===== config.mk =====
export PLATFORM = sky130hd
export DESIGN_NAME = io_request_priority_queue_core
export DESIGN_NICKNAME = d
export VERILOG_FILES = /design/src/rtl/core/iorpq_pkg.sv /design/src/rtl/core/io_request_priority_queue_core.sv /design/src/rtl/core/iorpq_ram.sv
export VERILOG_INCLUDE_DIRS = /design/src /design/src/rtl/core
export SDC_FILE = /design/constraint.sdc
export NUM_CORES = 1
export LEC_CHECK = 0
export BUFFER_PORTS_ARGS = -buffer_cell sky130_fd_sc_hd__buf_4
export CAP_MARGIN = 20
export CORE_UTILIZATION = 35
export CTS_CLUSTER_DIAMETER = 40
export DETAILED_ROUTE_END_ITERATION = 6
export GPL_TIMING_DRIVEN = 0
export PLACE_DENSITY_LB_ADDON = 0.12
export SYNTH_ARGS = -nofsm -noshare
export SYNTH_HDL_FRONTEND = slang
export SYNTH_SLANG_ARGS = --single-unit

===== constraint.sdc =====
create_clock -name clk -period 8.4 [get_ports clk]
set_input_delay 0.84 -clock clk [delete_from_list [all_inputs] [get_ports clk]]
set_output_delay 0.84 -clock clk [all_outputs]
set_load 0.005 [all_outputs]

===== src/rtl/core/io_request_priority_queue_core_defines.svh =====
// Assertion macros used by the priority queue RTL.
`ifndef IO_REQUEST_PRIORITY_QUEUE_CORE_DEFINES_SVH
`define IO_REQUEST_PRIORITY_QUEUE_CORE_DEFINES_SVH
`ifndef SYNTHESIS
// Property must hold at every edge outside reset.
`define IORPQ_ASSERT(lbl, clk, rst, prop) \
  lbl: assert property (@(posedge clk) disable iff (rst) (prop)) \
    else $error("iorpq check failed");
// Condition must never be true outside reset.
`define IORPQ_NEVER(lbl, clk, rst, cond) \
  lbl: assert property (@(posedge clk) disable iff (rst) !(cond)) \
    else $error("iorpq forbidden condition");
`else
`define IORPQ_ASSERT(lbl, clk, rst, prop)
`define IORPQ_NEVER(lbl, clk, rst, cond)
`endif
`endif


===== src/rtl/core/iorpq_pkg.sv =====
// Codes and constants of the I/O request priority queue.
`timescale 1ns / 1ps
`default_nettype none
package iorpq_pkg;
  localparam int unsigned KEY_W = 32;
  localparam logic [KEY_W-1:0] KEY_BONUS = 32'd128;

  localparam logic [2:0] OP_ADD      = 3'd0;
  localparam logic [2:0] OP_DISPATCH = 3'd1;
  localparam logic [2:0] OP_MERGE    = 3'd2;
  localparam logic [2:0] OP_FORMER   = 3'd3;
  localparam logic [2:0] OP_LATTER   = 3'd4;

  localparam logic [1:0] ST_OK_ID = 2'd0;
  localparam logic [1:0] ST_OK    = 2'd1;
  localparam logic [1:0] ST_MISS  = 2'd2;
  localparam logic [1:0] ST_FULL  = 2'd3;
endpackage
`default_nettype wire


===== src/rtl/core/io_request_priority_queue_core.sv =====
// Top level of the I/O request priority queue.
`timescale 1ns / 1ps
`default_nettype none
`include "io_request_priority_queue_core_defines.svh"
// Bounded priority queue of request ids kept as a key-sorted table in one
// memory (one write port, one read port, registered read). Valid
// entries always fill addresses 0..count-1 in ascending key order; equal keys
// keep arrival order. One command beat in, exactly one result beat out.
// Per entry touched, the memory is read and the read data checked. Add walks
// down from the last entry, moving each entry with a larger key up one slot,
// then writes the new entry; a full or empty table skips the walk. Dispatch
// and merge scan every entry and close the gap behind the removed one. Former
// and latter scan from slot 0 up to the id, latter also reading the next one;
// an absent id scans the whole table. An empty table or unknown command goes
// straight to the result.
// The result sits in an output register; the next command beat is taken
// while that result waits, and only the following completion stalls on it.
// No clearing pass is needed after reset.
module io_request_priority_queue_core
  import iorpq_pkg::*;
#(
  parameter int unsigned CAPACITY = 16,
  parameter int unsigned ID_BITS  = 16
) (
  input  wire logic        clk,
  input  wire logic        rst,
  input  wire logic        in_valid,
  output logic             in_ready,
  input  wire logic [2:0]  operation,
  input  wire logic [15:0] request_id,
  input  wire logic [63:0] vruntime,
  output logic             out_valid,
  input  wire logic        out_ready,
  output logic [15:0]      result_id,
  output logic [1:0]       status
);
  localparam int unsigned AW = $clog2(CAPACITY);
  localparam int unsigned CW = $clog2(CAPACITY + 1);
  localparam int unsigned EW = KEY_W + ID_BITS;

  typedef enum logic [2:0] {
    S_IDLE, S_INS_RD, S_INS_CK, S_INS_PUT, S_SCAN_RD, S_SCAN_CK, S_DONE
  } state_t;

  state_t            state;
  logic [CW-1:0]     count;
  logic [AW-1:0]     idx;
  logic [2:0]        op_r;
  logic [ID_BITS-1:0] id_r;
  logic [ID_BITS-1:0] prev_id;
  logic [KEY_W-1:0]  key_r;
  logic              found;
  logic [KEY_W-1:0]  arrival_count;
  logic [63:0]       runtime_max;
  logic [ID_BITS-1:0] res_id_r;
  logic [1:0]        res_st_r;

  // Request id masked to ID_BITS, and stored ids widened back for output.
  logic [ID_BITS+15:0] id_ext;
  logic [ID_BITS-1:0]  id_in;
  assign id_ext = {{ID_BITS{1'b0}}, request_id};
  assign id_in  = id_ext[ID_BITS-1:0];

  function automatic logic [15:0] to_out(input logic [ID_BITS-1:0] v);
    logic [ID_BITS+15:0] w;
    w = {16'b0, v};
    return w[15:0];
  endfunction

  // Add path: new maximum and key computed at accept.
  logic [KEY_W-1:0] arrival_next;
  logic [63:0]      runtime_max_next;
  logic [KEY_W-1:0] key_next;
  assign arrival_next     = arrival_count + 1'b1;
  assign runtime_max_next = (vruntime > runtime_max) ? vruntime : runtime_max;
  assign key_next = (runtime_max_next != 64'd0 && vruntime == runtime_max_next)
                    ? arrival_next + KEY_BONUS : arrival_next;

  // Memory
  logic          mem_we;
  logic [AW-1:0] mem_waddr;
  logic [EW-1:0] mem_wdata;
  logic [AW-1:0] mem_raddr;
  logic [EW-1:0] mem_rdata;
  logic [KEY_W-1:0]   rd_key;
  logic [ID_BITS-1:0] rd_id;
  assign rd_key = mem_rdata[EW-1:ID_BITS];
  assign rd_id  = mem_rdata[ID_BITS-1:0];

  iorpq_ram #(.DEPTH(CAPACITY), .WIDTH(EW)) u_ram (
    .clk   (clk),
    .we    (mem_we),
    .waddr (mem_waddr),
    .wdata (mem_wdata),
    .raddr (mem_raddr),
    .rdata (mem_rdata)
  );

  logic last;
  logic hit;
  logic take_now;
  logic is_pop;
  assign last     = (CW'(idx) == CW'(count - 1'b1));
  assign hit      = (rd_id == id_r);
  assign is_pop   = (op_r == OP_DISPATCH) || (op_r == OP_MERGE);
  assign take_now = !found && ((op_r == OP_DISPATCH) ? (idx == '0) : hit);

  assign in_ready = (state == S_IDLE);

  always_comb begin
    mem_we    = 1'b0;
    mem_waddr = idx;
    mem_wdata = mem_rdata;
    mem_raddr = idx;
    case (state)
      S_IDLE: begin
        // empty table add writes straight to slot 0
        mem_waddr = '0;
        mem_wdata = {key_next, id_in};
        mem_we    = in_valid && operation == OP_ADD && count == '0;
      end
      S_INS_CK: begin
        mem_we    = 1'b1;
        mem_waddr = AW'(idx + 1'b1);
        mem_wdata = (rd_key <= key_r) ? {key_r, id_r} : mem_rdata;
      end
      S_INS_PUT: begin
        mem_we    = 1'b1;
        mem_waddr = '0;
        mem_wdata = {key_r, id_r};
      end
      S_SCAN_CK: begin
        // close the gap behind a removed entry
        mem_we    = is_pop && found;
        mem_waddr = AW'(idx - 1'b1);
        mem_wdata = mem_rdata;
      end
      default: begin
        mem_we = 1'b0;
      end
    endcase
  end

  always_ff @(posedge clk) begin
    if (rst) begin
      state         <= S_IDLE;
      count         <= '0;
      arrival_count <= '0;
      runtime_max   <= '0;
      out_valid     <= 1'b0;
      found         <= 1'b0;
    end else begin
      // S_DONE drives out_valid itself
      if (out_valid && out_ready && state != S_DONE) begin
        out_valid <= 1'b0;
      end
      case (state)
        S_IDLE: begin
          if (in_valid) begin
            op_r     <= operation;
            id_r     <= id_in;
            key_r    <= key_next;
            found    <= 1'b0;
            res_id_r <= '0;
            res_st_r <= ST_MISS;
            idx      <= '0;
            state    <= S_DONE;
            if (operation == OP_ADD) begin
              arrival_count <= arrival_next;
              runtime_max   <= runtime_max_next;
              if (count == CW'(CAPACITY)) begin
                res_st_r <= ST_FULL;
              end else if (count == '0) begin
                count    <= CW'(1);
                res_st_r <= ST_OK;
              end else begin
                idx   <= AW'(count - 1'b1);
                state <= S_INS_RD;
              end
            end else if ((operation == OP_DISPATCH || operation == OP_MERGE ||
                          operation == OP_FORMER || operation == OP_LATTER) &&
                         count != '0) begin
              state <= S_SCAN_RD;
            end
          end
        end
        S_INS_RD: state <= S_INS_CK;
        S_INS_CK: begin
          if (rd_key <= key_r) begin
            count    <= count + 1'b1;
            res_st_r <= ST_OK;
            state    <= S_DONE;
          end else if (idx == '0) begin
            state <= S_INS_PUT;
          end else begin
            idx   <= idx - 1'b1;
            state <= S_INS_RD;
          end
        end
        S_INS_PUT: begin
          count    <= count + 1'b1;
          res_st_r <= ST_OK;
          state    <= S_DONE;
        end
        S_SCAN_RD: state <= S_SCAN_CK;
        S_SCAN_CK: begin
          state <= S_SCAN_RD;
          idx   <= AW'(idx + 1'b1);
          if (is_pop) begin
            if (take_now) begin
              found    <= 1'b1;
              res_id_r <= (op_r == OP_DISPATCH) ? rd_id : '0;
            end
            if (last) begin
              state <= S_DONE;
              if (found || take_now) begin
                count    <= count - 1'b1;
                res_st_r <= (op_r == OP_DISPATCH) ? ST_OK_ID : ST_OK;
              end
            end
          end else if (op_r == OP_FORMER) begin
            prev_id <= rd_id;
            if (hit) begin
              state <= S_DONE;
              if (idx != '0) begin
                res_id_r <= prev_id;
                res_st_r <= ST_OK_ID;
              end
            end else if (last) begin
              state <= S_DONE;
            end
          end else begin
            // latter neighbor
            if (found) begin
              res_id_r <= rd_id;
              res_st_r <= ST_OK_ID;
              state    <= S_DONE;
            end else begin
              found <= hit;
              if (last) begin
                state <= S_DONE;
              end
            end
          end
        end
        S_DONE: begin
          if (!out_valid || out_ready) begin
            out_valid <= 1'b1;
            result_id <= to_out(res_id_r);
            status    <= res_st_r;
            state     <= S_IDLE;
          end
        end
        default: state <= S_IDLE;
      endcase
    end
  end

  `IORPQ_NEVER(a_count_bound, clk, rst, count > CW'(CAPACITY))
  `IORPQ_NEVER(a_we_busy, clk, rst, mem_we && state == S_DONE)
  `IORPQ_ASSERT(a_count_step, clk, rst,
                (count == $past(count)) || (count == $past(count) + 1'b1) ||
                (count + 1'b1 == $past(count)))
  `IORPQ_ASSERT(a_id_status, clk, rst, (out_valid && status != ST_OK_ID) |-> (result_id == 16'd0))
endmodule
`default_nettype wire


===== src/rtl/core/iorpq_ram.sv =====
// Single-port-read, single-port-write entry memory with registered read.
`timescale 1ns / 1ps
`default_nettype none
module iorpq_ram #(
  parameter int unsigned DEPTH = 16,
  parameter int unsigned WIDTH = 48
) (
  input  wire logic                     clk,
  input  wire logic                     we,
  input  wire logic [$clog2(DEPTH)-1:0] waddr,
  input  wire logic [WIDTH-1:0]         wdata,
  input  wire logic [$clog2(DEPTH)-1:0] raddr,
  output logic      [WIDTH-1:0]         rdata
);
  logic [WIDTH-1:0] mem [DEPTH];

  always_ff @(posedge clk) begin
    if (we) begin
      mem[waddr] <= wdata;
    end
    rdata <= mem[raddr];
  end
endmodule
`default_nettype wire

Word level (Yosys, flattened, before mapping) --
Memory sizes are Yosys's and may differ from the RTL's. A register that Yosys moved wholly into a read port is not among the register bits. Index checks and enable logic that the tools add are counted.
Word-level totals: input port bits 87, RAM bits 768, register bits 213, word-level logic and storage cells 171, memories 1, output and inout bits 20
Memories:
- u_ram.mem | depth 16, bits a word 48, read ports 1, clocked after Yosys merged registers in 1, wr ports 1, line iorpq_ram.sv:15 | logic [WIDTH-1:0] mem [DEPTH];
Operators by class: add/subtract/negate cells 6, eq/ne operators 36, mux-type cells 71, reductions and logical operators 38, order comparisons 2, bitwise logic cells 2
Operators by type and width (count):
- case mux 48 bit (3 select lines) | 1
- 2-to-1 mux 16 bit | 8
- == test 64 bit | 1
- > comparator 64 bit | 1
- 2-to-1 mux 64 bit | 1
- nonzero test 64 bit | 1
- 2-to-1 mux 48 bit | 1
- 2-to-1 mux 5 bit | 8
- adder 32 x 1 -> 32 bit (second input constant) | 1
- adder 32 x 8 -> 32 bit (second input constant) | 1
- less-or-equal comparator 32 bit | 1
- 2-to-1 mux 2 bit | 16
- 2-to-1 mux 32 bit | 1
- case mux 16 bit (2 select lines) | 1
- 2-to-1 mux 3 bit | 9
- 2-to-1 mux 4 bit | 6
- case mux 4 bit (3 select lines) | 2
- case mux 3 bit (7 select lines) | 1
- case mux 5 bit (4 select lines) | 1
- == test 3 x 2 -> 1 bit (second input constant) | 6
- inequality test 2 bit (second input constant) | 9
- AND reduction 9 bit | 2
- == test 16 bit | 1
- inequality test 3 bit (second input constant) | 5
- other kinds (31) | 70

Depth between registers and ports, before layout --
depth in word-level cells 9, depth in mapped cells 14, depth with buffers taken out 12

By module --
A second synthesis with hierarchy kept.
Unflattened totals: cells, all modules 2800, area total of the unflattened synthesis 43987.2 sq um
Modules (own cells, without submodules):
- iorpq_ram | cells an instance 1242, seq. area each 24023.0 sq um, area each 29691.0 sq um, instances 1
- io_request_priority_queue_core | cells an instance 1558, seq. area each 5335.1 sq um, area each 14296.2 sq um, instances 1

Worst setup path before layout --
OpenSTA, ideal clock, no wires.
path kind flip-flop to flip-flop, start point reg idx[1], end point mem u_ram.mem[10][0], enable pin, data required time 7.946 ns, arrival 4.241 ns, setup time 0.454 ns, cell stages (with the launch flop) 11, clock period less this slack 4.695 ns, path slack 3.705 ns, path buffers 3, cell sequence edfxtp_1 -> clkbuf_1 -> clkbuf_1 -> clkbuf_1 -> inv_1 -> ha_1 -> o21ai_0 -> inv_1 -> nor2_1 -> nand2_1 -> nor2_1
Between the ends: word-level cells in the longest chain between the ends 2, elaborated cells on any way between the ends 3, those cells by class add/sub (2); mux (1)
Ends and longest elaborated chain:
- start: declaration | line io_request_priority_queue_core.sv:47 | logic [AW-1:0] idx;
- start signal: assignment | line io_request_priority_queue_core.sv:177 | idx <= AW'(count - 1'b1);
- start signal: assignment | line io_request_priority_queue_core.sv:196 | idx <= idx - 1'b1;
- start signal: assignment | line io_request_priority_queue_core.sv:208 | idx <= AW'(idx + 1'b1);
- subtractor 4 x 1 -> 4 bit or adder 4 x 1 -> 4 bit (tied branches) | line io_request_priority_queue_core.sv:135, io_request_priority_queue_core.sv:124
- case mux 4 bit (3 select lines) * | line io_request_priority_queue_core.sv:115 | case (state)
- end: declaration | line iorpq_ram.sv:15
Every way passes the cells marked *; elsewhere a longest branch is shown, timed or not.

Worst setup path in the final report --
start point reg runtime_max[27], end point mem u_ram.mem[15][46] (data pin)
Between the ends: word-level cells in the longest chain between the ends 6, elaborated cells on any way between the ends 7, those cells by class order compare (1); eq/ne (1); mux (3); reduce/logical (2)
Ends and longest elaborated chain:
- start: declaration | line io_request_priority_queue_core.sv:54 | logic [63:0] runtime_max;
- start signal: assignment | line io_request_priority_queue_core.sv:170 | runtime_max <= runtime_max_next;
- > comparator 64 bit | line io_request_priority_queue_core.sv:75 | assign runtime_max_next = (vruntime > runtime_max) ? vruntime : runtime_max;
- 2-to-1 mux 64 bit * | line io_request_priority_queue_core.sv:75
- == test 64 bit or nonzero test 64 bit (tied branches) | line io_request_priority_queue_core.sv:76 | assign key_next = (runtime_max_next != 64'd0 && vruntime == runtime_max_next)
- logical AND 1 bit * | line io_request_priority_queue_core.sv:76
- 2-to-1 mux 32 bit * | line io_request_priority_queue_core.sv:77 | ? arrival_next + KEY_BONUS : arrival_next;
- case mux 48 bit (3 select lines) * | line io_request_priority_queue_core.sv:115
- named net mem_wdata[46] | line io_request_priority_queue_core.sv:82 | logic [EW-1:0] mem_wdata;
The timed path passes the listed nets; every way through them passes the cells marked *.

==> impl_metrics.env <==
export IMPL_numPortBuffers=105
export IMPL_grt_overflow=0
export IMPL_wl_um=135000
export IMPL_core_area_um2=124000
export IMPL_rows=129
export IMPL_failed_checks="DRC"
export IMPL_peakVddDrop_v=0.000231
export IMPL_synth_area_leaders="edfxtp_1 (60%), mux4_2 (12%), dfxtp_1 (7.0%), ha_1 (2.9%), nor2_1 (2.1%)"
export IMPL_finalSetupViolCount=0
export IMPL_arrival_ps=5910
export IMPL_dp_hpwl_um=95600
export IMPL_critical_path_peak_fanout=9
export IMPL_initial_core_util=0.353
export IMPL_seq_area_frac_synth=0.671
export IMPL_num_vias=26902
export IMPL_combPwrFrac=0.236
export IMPL_critPathLaunchType="flip-flop"
export IMPL_fin_nets=3318
export IMPL_ctsHtreeMaxLevel=4
export IMPL_post_synth_num_cell_types=77
export IMPL_dp_cells=4600
export IMPL_min_period_over_period=0.632
export IMPL_ys_seq_elements=1029
export IMPL_grt_setup_unrepaired="false"
export IMPL_routabilityCongestion=0.917
export IMPL_finalHoldViolCount=0
export IMPL_ctsHoldBuffers=0
export IMPL_clockRootBuffer="clkbuf_16"
export IMPL_synth_top_area_share=0.601
export IMPL_dr_pass1_iters=7
export IMPL_end_kind="flip-flop"
export IMPL_seqPwrFrac=0.395
export IMPL_tritoncts="built"
export IMPL_netlist_area_um2=43700
export IMPL_cts_setup_buffers=0
export IMPL_async_flop_share=0
export IMPL_status="finished, violations left"
export IMPL_antenna_found_initial=2
export IMPL_io_pins=107
export IMPL_slew_headroom=0.211
export IMPL_crit_required_ps=9000
export IMPL_syn_nets=2960
export IMPL_synth_avg_cell_area_um2=15.8
export IMPL_p_leak_nw=18.1
export IMPL_yosysTopAreaCell="edfxtp_1"
export IMPL_fin_skew_ps=35.5
export IMPL_drt_iter0_markers=2658
export IMPL_max_freq_mhz=188
export IMPL_clkSinkCount=1029
export IMPL_period_needed_ps=5310
export IMPL_diodes=0
export IMPL_ant_nets=0
export IMPL_clk_pin_slew_ps=50
export IMPL_post_route_drc_count=40
export IMPL_clk_latency_ps=770
export IMPL_syn_to_final_growth_pct=22.8
export IMPL_power_density_nw_per_um2=336
export IMPL_seq_area_um2=29400
export IMPL_postCtsResizedCells=0
export IMPL_grtUsageTotal=0.215
export IMPL_grt_start_max_net_pins=21
export IMPL_wire_per_inst_um=27.7
export IMPL_setup_slack_ps=3090
export IMPL_whs_ps=263
export IMPL_die_area_um2=126000
export IMPL_hp_class="primary input to flip-flop"
export IMPL_final_cell_count_no_fill=4897
export IMPL_swShare=0.303
export IMPL_yosysWarnings=0
export IMPL_switchingPower_w=0.00547
export IMPL_grt_pass1_wl_um=194000
export IMPL_synthCells=2770
export IMPL_final_fill_count=10997
export IMPL_numCtsBuffers=155
export IMPL_drv_slew=0
export IMPL_grt_pass1_vias=27311
export IMPL_viasPerCell=5.49
export IMPL_clk_path_buf_depth=3
export IMPL_crit_type="flip-flop to flip-flop"
export IMPL_synthFlopType="edfxtp_1"
export IMPL_cap_violations=0
export IMPL_die_w_um=356
export IMPL_worst_slew_pin_slew_ps=1180
export IMPL_dp_slack_ps=2510
export IMPL_drive_gt1_frac=0.228
export IMPL_multiInputGateArea_um2=13500
export IMPL_dieHeight_um=356
export IMPL_synth_edf_count=875
export IMPL_intPower_w=0.0126
export IMPL_clkPwrFrac=0.368
final cells by class:
class / count / area share
inverters: 129 / 0.00901
flip-flops and latches: 1029 / 0.546
clock inverters: 94 / 0.0216
clock buffers: 195 / 0.0790
repair buffers: 201 / 0.0443
plain buffers: 132 / 0.00943
well taps: 1637 / 0.0381
multi-input cells: 1480 / 0.252
critical path, stage by stage (launching register included):
cell       delay (ps)
dfxtp_1           330
inv_1             100
ha_1              320
a21oi_1           160
o21ai_0           110
a221o_1           430
a2111oi_0         800
o22a_1            220
a21oi_1           130
mux2_2            420
or4b_1            670
o21a_1            250
o31ai_1           860
buf_2             340
cell usage in the layout (no fill, tap or decap), types with 23 or more instances in the layout:
cell       count
mux4_2       240
nor4_1        51
clkbuf_16    161
xnor2_1       59
a22oi_1       23
clkbuf_1     122
inv_1        129
o21ai_0       54
xor2_1        48
a21o_1        34
nand2_1      100
nand3_1       44
nor2_1       226
a21oi_1      135
nor3_1        36
edfxtp_1     875
buf_1         28
buf_4        119
dfxtp_1      154
nand4_1       52
buf_12        34
ha_1         103
o22ai_1       23
a22o_1        33
path summary, 6_finish.rpt:
kind                   startpoint           endpoint  slack, ps  cells past startpoint
setup / recovery  runtime_max[27]  u_ram.mem[15][46]       3090                     13
hold / removal     request_id[11]           id_r[11]        260                      1
setup reg to reg  runtime_max[27]  u_ram.mem[15][46]       3090                     13
hold reg to reg       res_id_r[8]       result_id[8]        420                      0
state kept, by name, summed over array words and instances (netlist names):
signal         count
u_ram.mem        768
op_r               3
status             2
res_id_r          16
result_id         16
arrival_count     32
u_ram.rdata       48
key_r             32
found              1
count              5
state              3
res_st_r           2
prev_id           16
out_valid          1
idx                4
runtime_max       64
id_r              16
routing by layer:
| layer | vias up | part of all wire | track usage | wire, um |
|---|---|---|---|---|
| li1 | 11729 | - | - | - |
| met1 | 14081 | 0.43 | 0.288 | 58700 |
| met2 | 892 | 0.49 | 0.358 | 66300 |
| met3 | 198 | 0.056 | 0.0372 | 7550 |
| met4 | 2 | 0.022 | 0.0622 | 2970 |
| met5 | - | 0.000059 | 0 | 8 |
cell usage after synthesis, types with 4 or more instances:
master / number
and3_1: 11
buf_2: 4
nor2b_1: 4
nand2b_1: 15
nor4_1: 51
dfxtp_1: 154
a22oi_1: 23
nor2_1: 244
inv_1: 129
a21o_1: 34
o22ai_1: 23
nand2_1: 100
or3_1: 19
mux4_2: 240
or2_2: 4
a21boi_0: 7
buf_1: 29
clkbuf_1: 98
edfxtp_1: 875
nor3_1: 36
xnor2_1: 59
mux2i_1: 4
and4_1: 6
a21oi_1: 135
a221oi_1: 21
o21ai_0: 58
o21a_1: 11
a2111oi_0: 4
a211oi_1: 10
o31ai_1: 6
xor2_1: 48
nand4_1: 52
ha_1: 103
a22o_1: 33
and2_1: 5
nand3_1: 44
a222oi_1: 13
metrics by stage:
stage / utilization / TNS [ps] / power [W] / area, um^2
2_1_floorplan: - / 0 / 0.00949 / 43700
3_3_place_gp: 0.376 / -1133000 / 0.0111 / 46600
3_5_place_dp: 0.390 / 0 / 0.0115 / 48200
4_1_cts: 0.433 / 0 / 0.0182 / 53600
5_1_grt: 0.434 / 0 / 0.0188 / 53700
6_report: 0.434 / 0 / 0.0180 / 53700
power by group through the flow:
stage / Clock (W) / Sequential, W / Combinational (W)
after floorplan: 0 / 0.00707 / 0.00242
after global placement: 0 / 0.00728 / 0.00382
after detailed placement: 0 / 0.00722 / 0.00426
after global routing: 0.00700 / 0.00716 / 0.00460
final: 0.00665 / 0.00713 / 0.00426
after CTS: 0.00678 / 0.00712 / 0.00428
logic make-up after synthesis:
family | synth area share
flip-flops | 0.671
AO/OA/AOI/OAI | 0.0618
AND/OR/NAND/NOR | 0.0683
multiplexers | 0.125
buffers and inverters | 0.0226
XOR/XNOR | 0.0214
adder cells (fa/ha/maj) | 0.0295
No activity file was read; power rests on OpenSTA's default activity.
